[config.mk]
export PLATFORM = sky130hd
export DESIGN_NAME = tagged_packet_visualizer_parser
export DESIGN_NICKNAME = d
export VERILOG_FILES = /design/src/tpvp_pkg.sv /design/src/tpvp_bin_ram.sv /design/src/tagged_packet_visualizer_parser.sv
export VERILOG_INCLUDE_DIRS = /design/src /design/src/src
export SDC_FILE = /design/constraint.sdc
export NUM_CORES = 1
export LEC_CHECK = 0
export ABC_AREA = 0
export CAP_MARGIN = 20
export CELL_PAD_IN_SITES_DETAIL_PLACEMENT = 1
export CELL_PAD_IN_SITES_GLOBAL_PLACEMENT = 2
export CORE_MARGIN = 5
export CORE_UTILIZATION = 39
export CTS_BUF_LIST = sky130_fd_sc_hd__clkbuf_16
export CTS_CLUSTER_SIZE = 16
export DETAILED_ROUTE_END_ITERATION = 8
export DONT_BUFFER_PORTS = 1
export PLACE_DENSITY = 0.86
export SLEW_MARGIN = 20
export SYNTH_ARGS = -nofsm -noshare
export SYNTH_HDL_FRONTEND = slang
export SYNTH_SLANG_ARGS = --single-unit
[constraint.sdc]
create_clock -name i_clk -period 10.19 [get_ports i_clk]
set_input_delay 0.5095 -clock i_clk [delete_from_list [all_inputs] [get_ports i_clk]]
set_output_delay 0.5095 -clock i_clk [all_outputs]
set_load 0.05 [all_outputs]
[src/tagged_packet_visualizer_parser_macros.svh]
// Assertion macros for the tagged packet parser.
// Used by the top level only; empty bodies when SYNTHESIS is defined.
`ifndef TAGGED_PACKET_VISUALIZER_PARSER_MACROS_SVH
`define TAGGED_PACKET_VISUALIZER_PARSER_MACROS_SVH

`ifndef SYNTHESIS

// same-cycle implication
`define TPVP_ASSERT_IMP(label, clk, rst_n, ante, cons) \
    label: assert property (@(posedge clk) disable iff (!(rst_n)) (ante) |-> (cons)) \
        else $error("tpvp check failed");

// next-cycle implication
`define TPVP_ASSERT_NXT(label, clk, rst_n, ante, cons) \
    label: assert property (@(posedge clk) disable iff (!(rst_n)) (ante) |=> (cons)) \
        else $error("tpvp check failed");

`else

`define TPVP_ASSERT_IMP(label, clk, rst_n, ante, cons)

`define TPVP_ASSERT_NXT(label, clk, rst_n, ante, cons)

`endif

`endif

[src/tpvp_pkg.sv]
// Shared types, constants and arithmetic helpers for the tagged packet parser.
// No dependencies; imported by tpvp_bin_ram and the top level.
package tpvp_pkg;

    localparam int BIN_COUNT   = 32;
    localparam int TAG_LEN     = 4;
    localparam int WAVE_LEN    = 256;
    localparam int SCREEN_ROWS = 64;

    localparam int BIN_AW    = (BIN_COUNT > 1) ? $clog2(BIN_COUNT) : 1;
    localparam int ROW_MAX   = SCREEN_ROWS - 1;
    localparam int LVL_W     = $clog2(SCREEN_ROWS);
    localparam int TAG_CNT_W = $clog2(TAG_LEN);
    localparam int PCNT_W    = 9;

    localparam logic [31:0] TAG_WAVE = "WAVE";
    localparam logic [31:0] TAG_BAR  = "BAR ";
    localparam logic [31:0] TAG_POT  = "POT ";
    localparam logic [31:0] TAG_MODE = "MODE";
    localparam logic [31:0] TAG_FFT  = "FFT ";

    // display modes
    localparam logic [7:0] MODE_BAR  = 8'd0;
    localparam logic [7:0] MODE_WAVE = 8'd1;
    localparam logic [7:0] MODE_SPEC = 8'd2;
    localparam logic [7:0] MODE_RST  = MODE_WAVE;

    typedef enum logic {
        PH_TAG,
        PH_PAYLOAD
    } t_phase;

    typedef enum logic [2:0] {
        PT_WAVE,
        PT_BAR,
        PT_POT,
        PT_MODE,
        PT_FFT
    } t_ptype;

    typedef enum logic [1:0] {
        EV_WAVE,
        EV_BAR,
        EV_BIN,
        EV_MODE
    } t_event;

    typedef struct packed {
        logic       kind;
        logic [7:0] rx_byte;
    } t_in_req;

    typedef struct packed {
        logic [1:0] event_res;
        logic [6:0] position;
        logic [6:0] level;
        logic       is_trough;
        logic       packet_end;
        logic [7:0] mode_now;
    } t_out_res;

    typedef struct packed {
        logic   hit;
        t_ptype ptype;
    } t_tag_hit;

    // one item in flight between parser and output
    typedef struct packed {
        logic       emit;
        logic       wr;
        t_event     ev;
        logic [6:0] pos;
        logic [7:0] val;
        logic       trough;
        logic       pend;
        logic [7:0] mode;
    } t_work;

    typedef struct packed {
        logic              en;
        logic [BIN_AW-1:0] addr;
    } t_bin_rd;

    typedef struct packed {
        logic              en;
        logic [BIN_AW-1:0] addr;
        logic [7:0]        data;
    } t_bin_wr;

    function automatic t_tag_hit f_tag_lookup(input logic [31:0] tag);
        t_tag_hit h;
        h.hit   = 1'b1;
        h.ptype = PT_WAVE;
        if (tag == TAG_WAVE) begin
            h.ptype = PT_WAVE;
        end else if (tag == TAG_BAR) begin
            h.ptype = PT_BAR;
        end else if (tag == TAG_POT) begin
            h.ptype = PT_POT;
        end else if (tag == TAG_MODE) begin
            h.ptype = PT_MODE;
        end else if (tag == TAG_FFT) begin
            h.ptype = PT_FFT;
        end else begin
            h.hit = 1'b0;
        end
        return h;
    endfunction

    function automatic logic [PCNT_W-1:0] f_pkt_len(input t_ptype pt);
        logic [PCNT_W-1:0] len;
        case (pt)
            PT_WAVE: len = PCNT_W'(WAVE_LEN);
            PT_FFT:  len = PCNT_W'(BIN_COUNT);
            default: len = PCNT_W'(1);
        endcase
        return len;
    endfunction

    // floor(x / 255): shift estimate, low by at most one, then one correction
    function automatic logic [8:0] f_div255(input logic [15:0] x);
        logic [8:0]  q;
        logic [16:0] r;
        q = 9'((17'(x) + 17'(x >> 8)) >> 8);
        r = 17'(x) - ((17'(q) << 8) - 17'(q));
        if (r >= 17'd255) begin
            q = q + 9'd1;
        end
        return q;
    endfunction

    // floor(s / 11) for s <= 2805: 186/2048 reciprocal, then one correction
    function automatic logic [7:0] f_div11(input logic [11:0] s);
        logic [19:0] p;
        logic [7:0]  q;
        logic [11:0] r;
        p = 20'(s) * 20'd186;
        q = 8'(p >> 11);
        r = s - 12'(q) * 12'd11;
        if (r >= 12'd11) begin
            q = q + 8'd1;
        end
        return q;
    endfunction

    // instant rise, else (old*6 + new*5) / 11
    function automatic logic [7:0] f_smooth(input logic [7:0] old_v, input logic [7:0] new_v);
        logic [11:0] s;
        s = 12'(old_v) * 12'd6 + 12'(new_v) * 12'd5;
        return (new_v > old_v) ? new_v : f_div11(s);
    endfunction

    // (mode + 1) mod 3 from base-4 digit residues
    function automatic logic [7:0] f_mode_next(input logic [7:0] mode);
        logic [9:0] x;
        logic [1:0] d;
        logic [2:0] acc;
        logic [1:0] res;
        x   = 10'(mode) + 10'd1;
        res = 2'd0;
        for (int i = 0; i < 5; i++) begin
            d   = x[2*i +: 2];
            acc = 3'(res) + ((d == 2'd3) ? 3'd0 : 3'(d));
            res = (acc >= 3'd3) ? 2'(acc - 3'd3) : 2'(acc);
        end
        return 8'(res);
    endfunction

endpackage

[src/tpvp_bin_ram.sv]
// Spectrum bin store: synchronous-read RAM with per-entry valid bits.
// Same-address write/read forwarding. Depends on tpvp_pkg.
module tpvp_bin_ram
    import tpvp_pkg::*;
(
    input  logic       i_clk,
    input  logic       i_rst_n,
    input  t_bin_rd    i_rd,
    input  t_bin_wr    i_wr,
    output logic [7:0] o_rd_data
);

    logic [7:0]           r_mem [BIN_COUNT];
    logic [BIN_COUNT-1:0] r_vld;
    logic [7:0]           r_rd_data;
    logic [7:0]           r_fwd_data;
    logic                 r_rd_vld;
    logic                 r_fwd;

    always_ff @(posedge i_clk) begin
        if (i_wr.en) begin
            r_mem[i_wr.addr] <= i_wr.data;
        end
        if (i_rd.en) begin
            r_rd_data  <= r_mem[i_rd.addr];
            r_fwd_data <= i_wr.data;
        end
    end

    always_ff @(posedge i_clk) begin
        if (!i_rst_n) begin
            r_vld    <= '0;
            r_rd_vld <= 1'b0;
            r_fwd    <= 1'b0;
        end else begin
            if (i_wr.en) begin
                r_vld[i_wr.addr] <= 1'b1;
            end
            if (i_rd.en) begin
                r_rd_vld <= r_vld[i_rd.addr];
                r_fwd    <= i_wr.en && (i_wr.addr == i_rd.addr);
            end
        end
    end

    // never-written entries read as zero
    assign o_rd_data = r_fwd ? r_fwd_data : (r_rd_vld ? r_rd_data : 8'd0);

endmodule

[src/tagged_packet_visualizer_parser.sv]
// Tagged packet parser for an audio visualizer.
// Depends on tpvp_pkg, tpvp_bin_ram and the assertion macro header.
//
// Input channel (i_in_valid / o_in_stall, i_in_req): one request per accepted
// cycle, either a received serial byte or a debounced mode button press.
// Bytes form packets: 4-byte ASCII tag, then a fixed-length payload handled
// byte by byte. Output channel (o_out_valid / i_out_stall, o_out_res): zero or
// one result per request, in request order.
// Throughput: one request per cycle while o_in_stall is low. Each result
// passes stage B (bin read-modify-write), stage C (level scale), then r_o.
// Spectrum bins live in a synchronous RAM; the bin update is read at accept
// and written back as the item leaves stage B, with write-to-read forwarding.
// Reset: parser returns to tag search, display mode 1, bar level 0; bins read
// as zero through per-entry valid bits, so no clearing pass is needed and the
// block takes requests on the first cycle after reset.
// Receiver stall: results wait in the output register; empty pipeline slots
// are squeezed out, and o_in_stall rises only when all three stages are full
// and the receiver stalls.
`include "tagged_packet_visualizer_parser_macros.svh"

module tagged_packet_visualizer_parser
    import tpvp_pkg::*;
(
    input  logic     i_clk,
    input  logic     i_rst_n,
    input  logic     i_in_valid,
    output logic     o_in_stall,
    input  t_in_req  i_in_req,
    output logic     o_out_valid,
    input  logic     i_out_stall,
    output t_out_res o_out_res
);

    // parser state
    t_phase                r_phase, n_phase;
    logic [7:0]            r_tag [TAG_LEN-1];
    logic [7:0]            n_tag [TAG_LEN-1];
    logic [TAG_CNT_W-1:0]  r_tag_cnt, n_tag_cnt;
    t_ptype                r_ptype, n_ptype;
    logic [PCNT_W-1:0]     r_pcnt, n_pcnt;
    logic [7:0]            r_mode, n_mode;
    logic [LVL_W-1:0]      r_bar;

    // pipeline
    logic     r_b_vld, r_c_vld, r_o_vld;
    t_work    r_b, r_c, n_work;
    t_work    c_work;
    t_out_res r_o;

    logic     en_b, en_c, en_o;
    logic     accept, is_byte, tag_full, pkt_last;
    t_tag_hit hit;
    logic [8:0] wave_q, bar_q, bin_q;
    logic [7:0] bin_rd, bin_new, c_val;
    logic [LVL_W-1:0] bar_new;
    t_bin_rd  bin_rd_req;
    t_bin_wr  bin_wr_req;

    assign en_o = !r_o_vld || !i_out_stall;
    assign en_c = !r_c_vld || en_o;
    assign en_b = !r_b_vld || en_c;

    assign o_in_stall = !en_b;
    assign accept     = i_in_valid && en_b;
    assign is_byte    = accept && !i_in_req.kind;

    assign tag_full = (r_tag_cnt == TAG_CNT_W'(TAG_LEN - 1));
    assign hit      = f_tag_lookup({r_tag[0], r_tag[1], r_tag[2], i_in_req.rx_byte});
    assign pkt_last = ((10'(r_pcnt) + 10'd1) >= 10'(f_pkt_len(r_ptype)));

    assign wave_q = f_div255(16'(i_in_req.rx_byte) * 16'(ROW_MAX));
    assign bar_q  = wave_q;

    // phase next state
    always_comb begin
        n_phase = r_phase;
        if (is_byte) begin
            case (r_phase)
                PH_TAG: begin
                    if (tag_full && hit.hit) begin
                        n_phase = PH_PAYLOAD;
                    end
                end
                PH_PAYLOAD: begin
                    if (pkt_last) begin
                        n_phase = PH_TAG;
                    end
                end
                default: n_phase = PH_TAG;
            endcase
        end
    end

    // parser datapath and work item
    always_comb begin
        n_tag     = r_tag;
        n_tag_cnt = r_tag_cnt;
        n_ptype   = r_ptype;
        n_pcnt    = r_pcnt;
        n_mode    = r_mode;
        n_work    = '0;

        if (accept && i_in_req.kind) begin
            n_mode      = f_mode_next(r_mode);
            n_work.emit = 1'b1;
            n_work.ev   = EV_MODE;
        end else if (is_byte) begin
            case (r_phase)
                PH_TAG: begin
                    if (tag_full) begin
                        n_tag_cnt = '0;
                        if (hit.hit) begin
                            n_ptype = hit.ptype;
                            n_pcnt  = '0;
                        end
                    end else begin
                        n_tag[r_tag_cnt] = i_in_req.rx_byte;
                        n_tag_cnt        = r_tag_cnt + TAG_CNT_W'(1);
                    end
                end
                PH_PAYLOAD: begin
                    n_work.pend = pkt_last;
                    case (r_ptype)
                        PT_WAVE: begin
                            if (r_mode == MODE_WAVE) begin
                                n_work.emit   = 1'b1;
                                n_work.ev     = EV_WAVE;
                                n_work.pos    = 7'(r_pcnt >> 1);
                                n_work.val    = 8'(9'(ROW_MAX) - wave_q);
                                n_work.trough = r_pcnt[0];
                            end
                        end
                        PT_BAR: begin
                            if (r_mode == MODE_BAR) begin
                                n_work.emit = 1'b1;
                                n_work.ev   = EV_BAR;
                                n_work.val  = 8'(bar_q);
                            end
                        end
                        PT_MODE: n_mode = i_in_req.rx_byte;
                        PT_FFT: begin
                            if (r_pcnt < PCNT_W'(BIN_COUNT)) begin
                                n_work.wr   = 1'b1;
                                n_work.emit = (r_mode == MODE_SPEC);
                                n_work.ev   = EV_BIN;
                                n_work.pos  = 7'(r_pcnt);
                                n_work.val  = i_in_req.rx_byte;
                            end
                        end
                        default: ;
                    endcase
                    if (pkt_last) begin
                        n_tag_cnt = '0;
                        n_pcnt    = '0;
                    end else begin
                        n_pcnt = r_pcnt + PCNT_W'(1);
                    end
                end
                default: ;
            endcase
        end
        n_work.mode = n_mode;
    end

    always_ff @(posedge i_clk) begin
        if (!i_rst_n) begin
            r_phase   <= PH_TAG;
            r_tag_cnt <= '0;
            r_ptype   <= PT_WAVE;
            r_pcnt    <= '0;
            r_mode    <= MODE_RST;
            for (int i = 0; i < TAG_LEN - 1; i++) begin
                r_tag[i] <= 8'd0;
            end
        end else begin
            r_phase   <= n_phase;
            r_tag     <= n_tag;
            r_tag_cnt <= n_tag_cnt;
            r_ptype   <= n_ptype;
            r_pcnt    <= n_pcnt;
            r_mode    <= n_mode;
        end
    end

    // bin RAM: read at accept, write back as the item leaves stage B
    assign bin_rd_req.en   = accept && n_work.wr;
    assign bin_rd_req.addr = n_work.pos[BIN_AW-1:0];
    assign bin_wr_req.en   = r_b_vld && en_c && r_b.wr;
    assign bin_wr_req.addr = r_b.pos[BIN_AW-1:0];
    assign bin_wr_req.data = bin_new;

    tpvp_bin_ram u_bins (
        .i_clk     (i_clk),
        .i_rst_n   (i_rst_n),
        .i_rd      (bin_rd_req),
        .i_wr      (bin_wr_req),
        .o_rd_data (bin_rd)
    );

    assign bin_new = f_smooth(bin_rd, r_b.val);
    assign bar_new = LVL_W'(f_smooth(8'(r_bar), r_b.val));

    always_comb begin
        case (r_b.ev)
            EV_BIN:  c_val = bin_new;
            EV_BAR:  c_val = 8'(bar_new);
            default: c_val = r_b.val;
        endcase
    end

    always_comb begin
        c_work     = r_b;
        c_work.val = c_val;
    end

    assign bin_q = f_div255(16'(r_c.val) * 16'(SCREEN_ROWS));

    always_ff @(posedge i_clk) begin
        if (!i_rst_n) begin
            r_b_vld <= 1'b0;
            r_c_vld <= 1'b0;
            r_o_vld <= 1'b0;
            r_bar   <= '0;
        end else begin
            if (en_b) begin
                r_b_vld <= accept && (n_work.emit || n_work.wr);
            end
            if (en_c) begin
                r_c_vld <= r_b_vld && r_b.emit;
            end
            if (en_o) begin
                r_o_vld <= r_c_vld;
            end
            if (r_b_vld && en_c && r_b.emit && (r_b.ev == EV_BAR)) begin
                r_bar <= bar_new;
            end
        end
    end

    always_ff @(posedge i_clk) begin
        if (accept && en_b) begin
            r_b <= n_work;
        end
        if (r_b_vld && en_c) begin
            r_c <= c_work;
        end
        if (r_c_vld && en_o) begin
            r_o.event_res  <= r_c.ev;
            r_o.position   <= r_c.pos;
            r_o.level      <= (r_c.ev == EV_BIN) ? 7'(bin_q) : 7'(r_c.val);
            r_o.is_trough  <= r_c.trough;
            r_o.packet_end <= r_c.pend;
            r_o.mode_now   <= r_c.mode;
        end
    end

    assign o_out_valid = r_o_vld;
    assign o_out_res   = r_o;

    `TPVP_ASSERT_IMP(a_stall_only_full, i_clk, i_rst_n, o_in_stall, r_b_vld && r_c_vld && r_o_vld)
    `TPVP_ASSERT_NXT(a_button_mode, i_clk, i_rst_n, accept && i_in_req.kind, r_b_vld && r_b.ev == EV_MODE && r_b.mode < 8'd3)
    `TPVP_ASSERT_IMP(a_tag_count_idle, i_clk, i_rst_n, r_phase == PH_TAG, r_pcnt == '0)

endmodule
Yosys cells after proc, flatten, opt, wreduce, memory -nomap -nowiden
Memory sizes are Yosys's and may differ from the RTL's. A register that Yosys moved wholly into a read port is not among the register bits.
Cells that the tools add are included.
{"block": "word_totals", "n_memories": 1, "ff_bits": 180, "inputBits": 13, "ram_bits": 256, "word_cells": 228}
{"block": "op_classes", "reduce_logical": 34, "n_mux": 71, "bitwise_logic": 8, "n_addsub": 28, "magnitude_cmp": 18, "mul": 8, "n_eq_ne": 23}
{"memory": "u_bins.r_mem", "depth": 32, "word_bits": 8, "read_ports": 1, "rd_clocked_by_memory_dff": 1, "write_ports": 1, "line": "tpvp_bin_ram.sv:13", "source": "logic [7:0] r_mem [BIN_COUNT];"}
{"cell": "$eq A32 B31 Y1 const B", "count": 5}
{"cell": "$mux W8", "count": 11}
{"cell": "$mux W21", "count": 2}
{"cell": "$mul A12 B7 Y18 const B", "count": 2}
{"cell": "$pmux W9 S2", "count": 2}
{"cell": "$ge A17 B8 Y1 const B", "count": 2}
{"cell": "$sub A15 B16 Y17", "count": 2}
{"cell": "$or A32 B32 Y32", "count": 1}
{"cell": "$sub A15 B7 Y16", "count": 2}
{"cell": "$add A14 B6 Y15", "count": 2}
{"cell": "$mux W9", "count": 3}
{"cell": "$bwmux W24", "count": 1}
{"cell": "$ge A12 B4 Y1 const B", "count": 2}
{"cell": "$mul A8 B4 Y12 const B", "count": 2}
{"cell": "$pmux W8 S3", "count": 1}
{"cell": "$sub A12 B12 Y12", "count": 2}
{"cell": "$mux W2", "count": 11}
{"cell": "$mux W1", "count": 19}
{"cell": "$mux W19", "count": 1}
{"cell": "$demux W8 S2", "count": 1}
{"cell": "$logic_and A1 B1 Y1", "count": 16}
{"cell": "$mux W16", "count": 1}
{"cell": "$pmux W8 S2", "count": 1}
{"cell": "$mux W15", "count": 1}
{"cell": "60 further kinds", "count": 97}

Longest topological paths before layout
{"block": "logic_depth", "depth_word": 18, "ltp_mapped": 48}

Modules after synthesis
A second synthesis with hierarchy kept.
{"block": "hier_totals", "hier_cells": 2494, "area_unflattened_um2": 29054.1}
{"module": "tagged_packet_visualizer_parser", "cells_per_inst": 1931, "seq_area_each_um2": 3583.4, "instances": 1, "area_each_um2": 17261.6}
{"module": "tpvp_bin_ram", "cells_per_inst": 563, "seq_area_each_um2": 8848.5, "instances": 1, "area_each_um2": 11792.6}

Worst setup path after synthesis
OpenSTA, ideal clock, no wires.
{"block": "synth_path", "path_kind": "register to register", "start": "reg u_bins.r_rd_vld", "end": "reg u_bins.r_fwd_data[0] (data pin)", "slack_ps": -844, "setup_time_ps": 462, "synth_period_minus_slack_ps": 11034, "path_stages_with_launch": 44, "required_time_ps": 9728, "path_buffers": 2, "t_arrival_ps": 10572, "cell_sequence": "dfxtp_1 -> nor2b_1 -> clkbuf_1 -> a22o_1 -> clkbuf_1 -> xnor2_1 -> ha_1 -> nor3_1 -> a21oi_1 -> xnor2_1 -> ha_1 -> inv_1 -> o21bai_1 -> a21oi_1 -> xnor2_1 -> inv_1 -> ha_1 -> fa_1 -> [8 not listed] -> a21oi_1 -> inv_1 -> a21oi_1 -> xnor2_1 -> ha_1 -> ha_1 -> fa_1 -> inv_1 -> ha_1 -> o21a_1 -> o21ai_0 -> or3_1 -> o2111ai_1 -> or3_1 -> a2111oi_4 -> xnor2_1 -> nand2_1 -> o21ai_0"}
{"block": "synth_between", "elab_chain_len": 10, "elab_cells_between_ends": 12, "classes_between": "add/sub: 3; mul: 3; order compare: 2; mux: 4"}
{"element": "start, declared", "line": "tpvp_bin_ram.sv:17", "source": "logic r_rd_vld;"}
{"element": "start signal, assigned", "line": "tpvp_bin_ram.sv:40", "source": "r_rd_vld <= r_vld[i_rd.addr];"}
{"element": "$mux W8 * (2 in a row)", "line": "tpvp_bin_ram.sv:47", "source": "assign o_rd_data = r_fwd ? r_fwd_data : (r_rd_vld ? r_rd_data : 8'd0);"}
{"element": "$mul A8 B2 Y10", "line": "tpvp_pkg.sv:149", "source": "s = 12'(old_v) * 12'd6 + 12'(new_v) * 12'd5;"}
{"element": "$add A11 B11 Y12", "line": "tpvp_pkg.sv:149"}
{"element": "$mul A12 B7 Y18", "line": "tpvp_pkg.sv:137", "source": "p = 20'(s) * 20'd186;"}
{"element": "$mul A8 B4 Y12", "line": "tpvp_pkg.sv:139", "source": "r = s - 12'(q) * 12'd11;"}
{"element": "$sub A12 B12 Y12", "line": "tpvp_pkg.sv:139"}
{"element": "$ge A12 B4 Y1", "line": "tpvp_pkg.sv:140", "source": "if (r >= 12'd11) begin"}
{"element": "$mux W8", "line": "tpvp_pkg.sv:140"}
{"element": "$mux W8 *", "line": "tpvp_pkg.sv:150", "source": "return (new_v > old_v) ? new_v : f_div11(s);"}
{"element": "net bin_new[0]", "line": "tagged_packet_visualizer_parser.sv:54", "source": "logic [7:0] bin_rd, bin_new, c_val;"}
{"element": "end signal, assigned", "line": "tpvp_bin_ram.sv:26", "source": "r_fwd_data <= i_wr.data;"}
{"element": "end, declared", "line": "tpvp_bin_ram.sv:16", "source": "logic [7:0] r_fwd_data;"}
The timed path passes the listed nets; every way through them passes the cells marked *.
A chain may end at the register's enable or synchronous reset.

Worst setup path after layout
{"block": "layout_path", "start": "reg r_b[14] (netlist name)", "end": "mem u_bins.r_mem[8][3] (data pin)"}
{"block": "layout_between", "elab_chain_len": 8, "elab_cells_between_ends": 10, "classes_between": "add/sub: 3; mul: 3; order compare: 2; mux: 2"}
{"element": "start, declared", "line": "tagged_packet_visualizer_parser.sv:46", "source": "t_work r_b, r_c, n_work;"}
{"element": "start signal, assigned", "line": "tagged_packet_visualizer_parser.sv:242", "source": "r_b <= n_work;"}
{"element": "$mul A8 B3 Y11", "line": "tpvp_pkg.sv:149"}
{"element": "$add A11 B11 Y12", "line": "tpvp_pkg.sv:149"}
{"element": "$mul A12 B7 Y18", "line": "tpvp_pkg.sv:137"}
{"element": "$mul A8 B4 Y12", "line": "tpvp_pkg.sv:139"}
{"element": "$sub A12 B12 Y12", "line": "tpvp_pkg.sv:139"}
{"element": "$ge A12 B4 Y1", "line": "tpvp_pkg.sv:140"}
{"element": "$mux W8", "line": "tpvp_pkg.sv:140"}
{"element": "$mux W8 *", "line": "tpvp_pkg.sv:150"}
{"element": "net bin_new[3]", "line": "tagged_packet_visualizer_parser.sv:54"}
{"element": "end, declared", "line": "tpvp_bin_ram.sv:13"}
Marked as above.

==> reports/results.txt <==
Run status: finished, violations left
Failing checks: setup timing
IO Port Bufs: 0
Worst Setup End Kind: register
Post-CTS Hold Fix Bufs: 0
Critical Path Start Type: register
Final worst slack: -0.254 ns
Fraction of layout instances using a drive strength above 1: 16.2%
Die Span Y: 284 um
Synth warnings: 0
Post-route cell area: 34,600 um^2
Max Freq: 0.0957 GHz
Initial drt markers: 1,645
Final setup TNS: -41.68 ns
WHS: 0.0400 ns
Fin crit period: 10.44 ns
Row cnt: 100
Period utilisation layout: 102%
Clock transition at path regs: 0.06 ns
Avg WL per Cell: 22.2 um
Die area: 80,500 um^2
Via Count: 22,793
Final #Nets: 3,376
Antenna violations before repair: 3
Post-synth EDFFs: 354
Buf+Inv Stages, Crit Path: 15
Flops & latches, synth: 444
Unique masters post-synth: 91
Global-route total usage across every layer: 20.4%
TritonCTS clock tree: built
Syn nets: 3,246
Cells after Synth: 2,858
HP Class: in -> reg
CTS Buffer Depth: 3
Synth top area share: 36.4%
Crit path DAT: 10.78 ns
Most common cell after layout, fill and taps aside: edfxtp_1
Post-synthesis sequential area ratio: 42.6%
Commonest non-fill, non-tap cells in the layout: 354 x edfxtp_1, 275 x inv_1, 274 x nand2_1
Drt drc: 0
CTS root buffer: clkbuf_16
Max-slew headroom: 23.9%
Final HPWL DP: 59,500 um
Io pins: 41
Final ANT Viol Nets: 0
Vias in the first global route: 24,190
Overflow after GRT: 0
TritonCTS buffer count: 48
Width of the chip: 284 um
Worst Tran Pin Value: 1.14 ns
Final wirelength: 88,600 um
Reg2reg setup slack: -0.25 ns
Post-Syn Area: 29,200 um^2
Unrepaired setup endpoints after global routing: true
DRT Pass-1 Iters: 7
CTS sink cnt: 444
Critical path required time: 10.52 ns
Largest net degree at the start of global routing: 74
Core footprint: 74,300 um^2
Crit-path max FO: 17
Max-Cap Viols: 0
P&R area growth vs syn: 18.5%
Clk_skew: 0.0617 ns
Clock Latency Late Sink: 0.62 ns
First-pass GRT wire length: 133,000 um
Synth Flop Type: edfxtp_1
Crit path max-delay cell type: fa_1
Post-Place Cell Area: 31,300 um^2
CP top delay family: adder cells
Routability cong.: 0.873
Slew Viols, Final: 0
WS Path Type: reg -> reg
Starting Density: 39.3%
Asr flop ratio synth: 0%
Syn_area_per_cell: 10.2 um^2
Crit path top cell by count: buf_4
Synth area leaders: edfxtp_1 36%, ha_1 12%, fa_1 7.1%
H-tree levels: 2
Cell taking the most area after synthesis: edfxtp_1
Antenna Cells: 0
Setup Viol. Count Final: 271
Vias per cell: 5.71
Worst path max stage delay: 0.57 ns
Fin. Hold Viols: 0
-- worst paths after layout --
path	startpoint	depth (start not counted)	end
worst max register to register	r_b[14]$_SDFFCE_PP0P_	46	u_bins.r_mem[8][3]$_DFFE_PP_
worst min-delay path	i_in_req[3]	2	r_tag[19]$_SDFFE_PN0P_
worst max-delay path	r_b[14]$_SDFFCE_PP0P_	46	u_bins.r_mem[8][3]$_DFFE_PP_
worst min register to register	r_c[2]$_DFFE_PP_	0	o_out_res[2]$_DFFE_PP_
-- synth_stat cells, drive strengths merged, types with 8 or more instances --
| library cell | instances |
|---|---|
| edfxtp | 354 |
| inv | 288 |
| nand2 | 278 |
| ha | 271 |
| nor2 | 230 |
| a21oi | 141 |
| nand3 | 125 |
| o21ai | 117 |
| fa | 104 |
| xnor2 | 92 |
| dfxtp | 90 |
| clkbuf | 80 |
| o221ai | 62 |
| xor2 | 50 |
| nor3 | 49 |
| a311oi | 38 |
| and3 | 38 |
| buf | 34 |
| a21o | 32 |
| o22ai | 26 |
| a31oi | 23 |
| a211oi | 21 |
| nand2b | 21 |
| nand4 | 19 |
| o21a | 19 |
| nand3b | 17 |
| nor4 | 17 |
| or3 | 17 |
| mux2i | 14 |
| nor2b | 14 |
| o21bai | 14 |
| or2 | 14 |
| a22oi | 13 |
| a211o | 10 |
| a2111oi | 9 |
| mux2 | 9 |
| o211ai | 9 |
| a22o | 8 |
| o2111ai | 8 |
| or4 | 8 |
-- cells by family (layout without fill, tap and decap cells) --
kind of cell    after synthesis  count (layout)  synth area share [%]
mux                          23              23                 0.827
compound gates              598             598                  14.1
simple gates                873             873                  14.1
buf+inv                     402             570                  5.34
xor+xnor                    142             142                  4.33
flops                       444             444                  42.6
fa+ha+maj                   376             376                  18.8
-- registers in the layout, summed over array words and instances (netlist names), 9 cells and up --
signal	count
u_bins.r_mem	256
r_pcnt	9
u_bins.r_vld	32
r_c	27
o_out_res	26
c_work	16
r_tag	24
-- repair_timing --
action	CTS	global route
buffers inserted	17	17
resized for setup	96	97
gates cloned	2	11
pin swaps	66	64
setup endpoints to repair	278	278
-- metal layers --
metal  GRT usage (%)  up-vias  routed length (um)
li1                -    10534                   -
met1            26.0    11607               37400
met2            36.1      542               45000
met3            2.89      110                4080
met4            5.52        0                2020
met5               0        -                   0
-- metrics by stage --
step	setup slack (ns)	instances	util, %
after floorplan	0.000955	2858	-
after global placement	-0.109	3858	42.1
after detailed placement	-0.365	3858	42.1
after CTS	-0.109	3965	45.3
after global routing	-0.643	3995	46.6
final	-0.254	3995	46.6
-- layout make-up --
type / instances / area [um^2]
clock buffer: 54 / 1350
clock inverter: 34 / 310
fill: 8099 / 39700
inverter: 288 / 1080
multi-input combinational: 2012 / 16400
sequential: 444 / 12400
tap: 969 / 1210
timing repair buffer: 194 / 1830
Power is left out: the tool's default activity adds up to more than one toggle a clock period on the data nets, which glitch-free logic cannot reach.
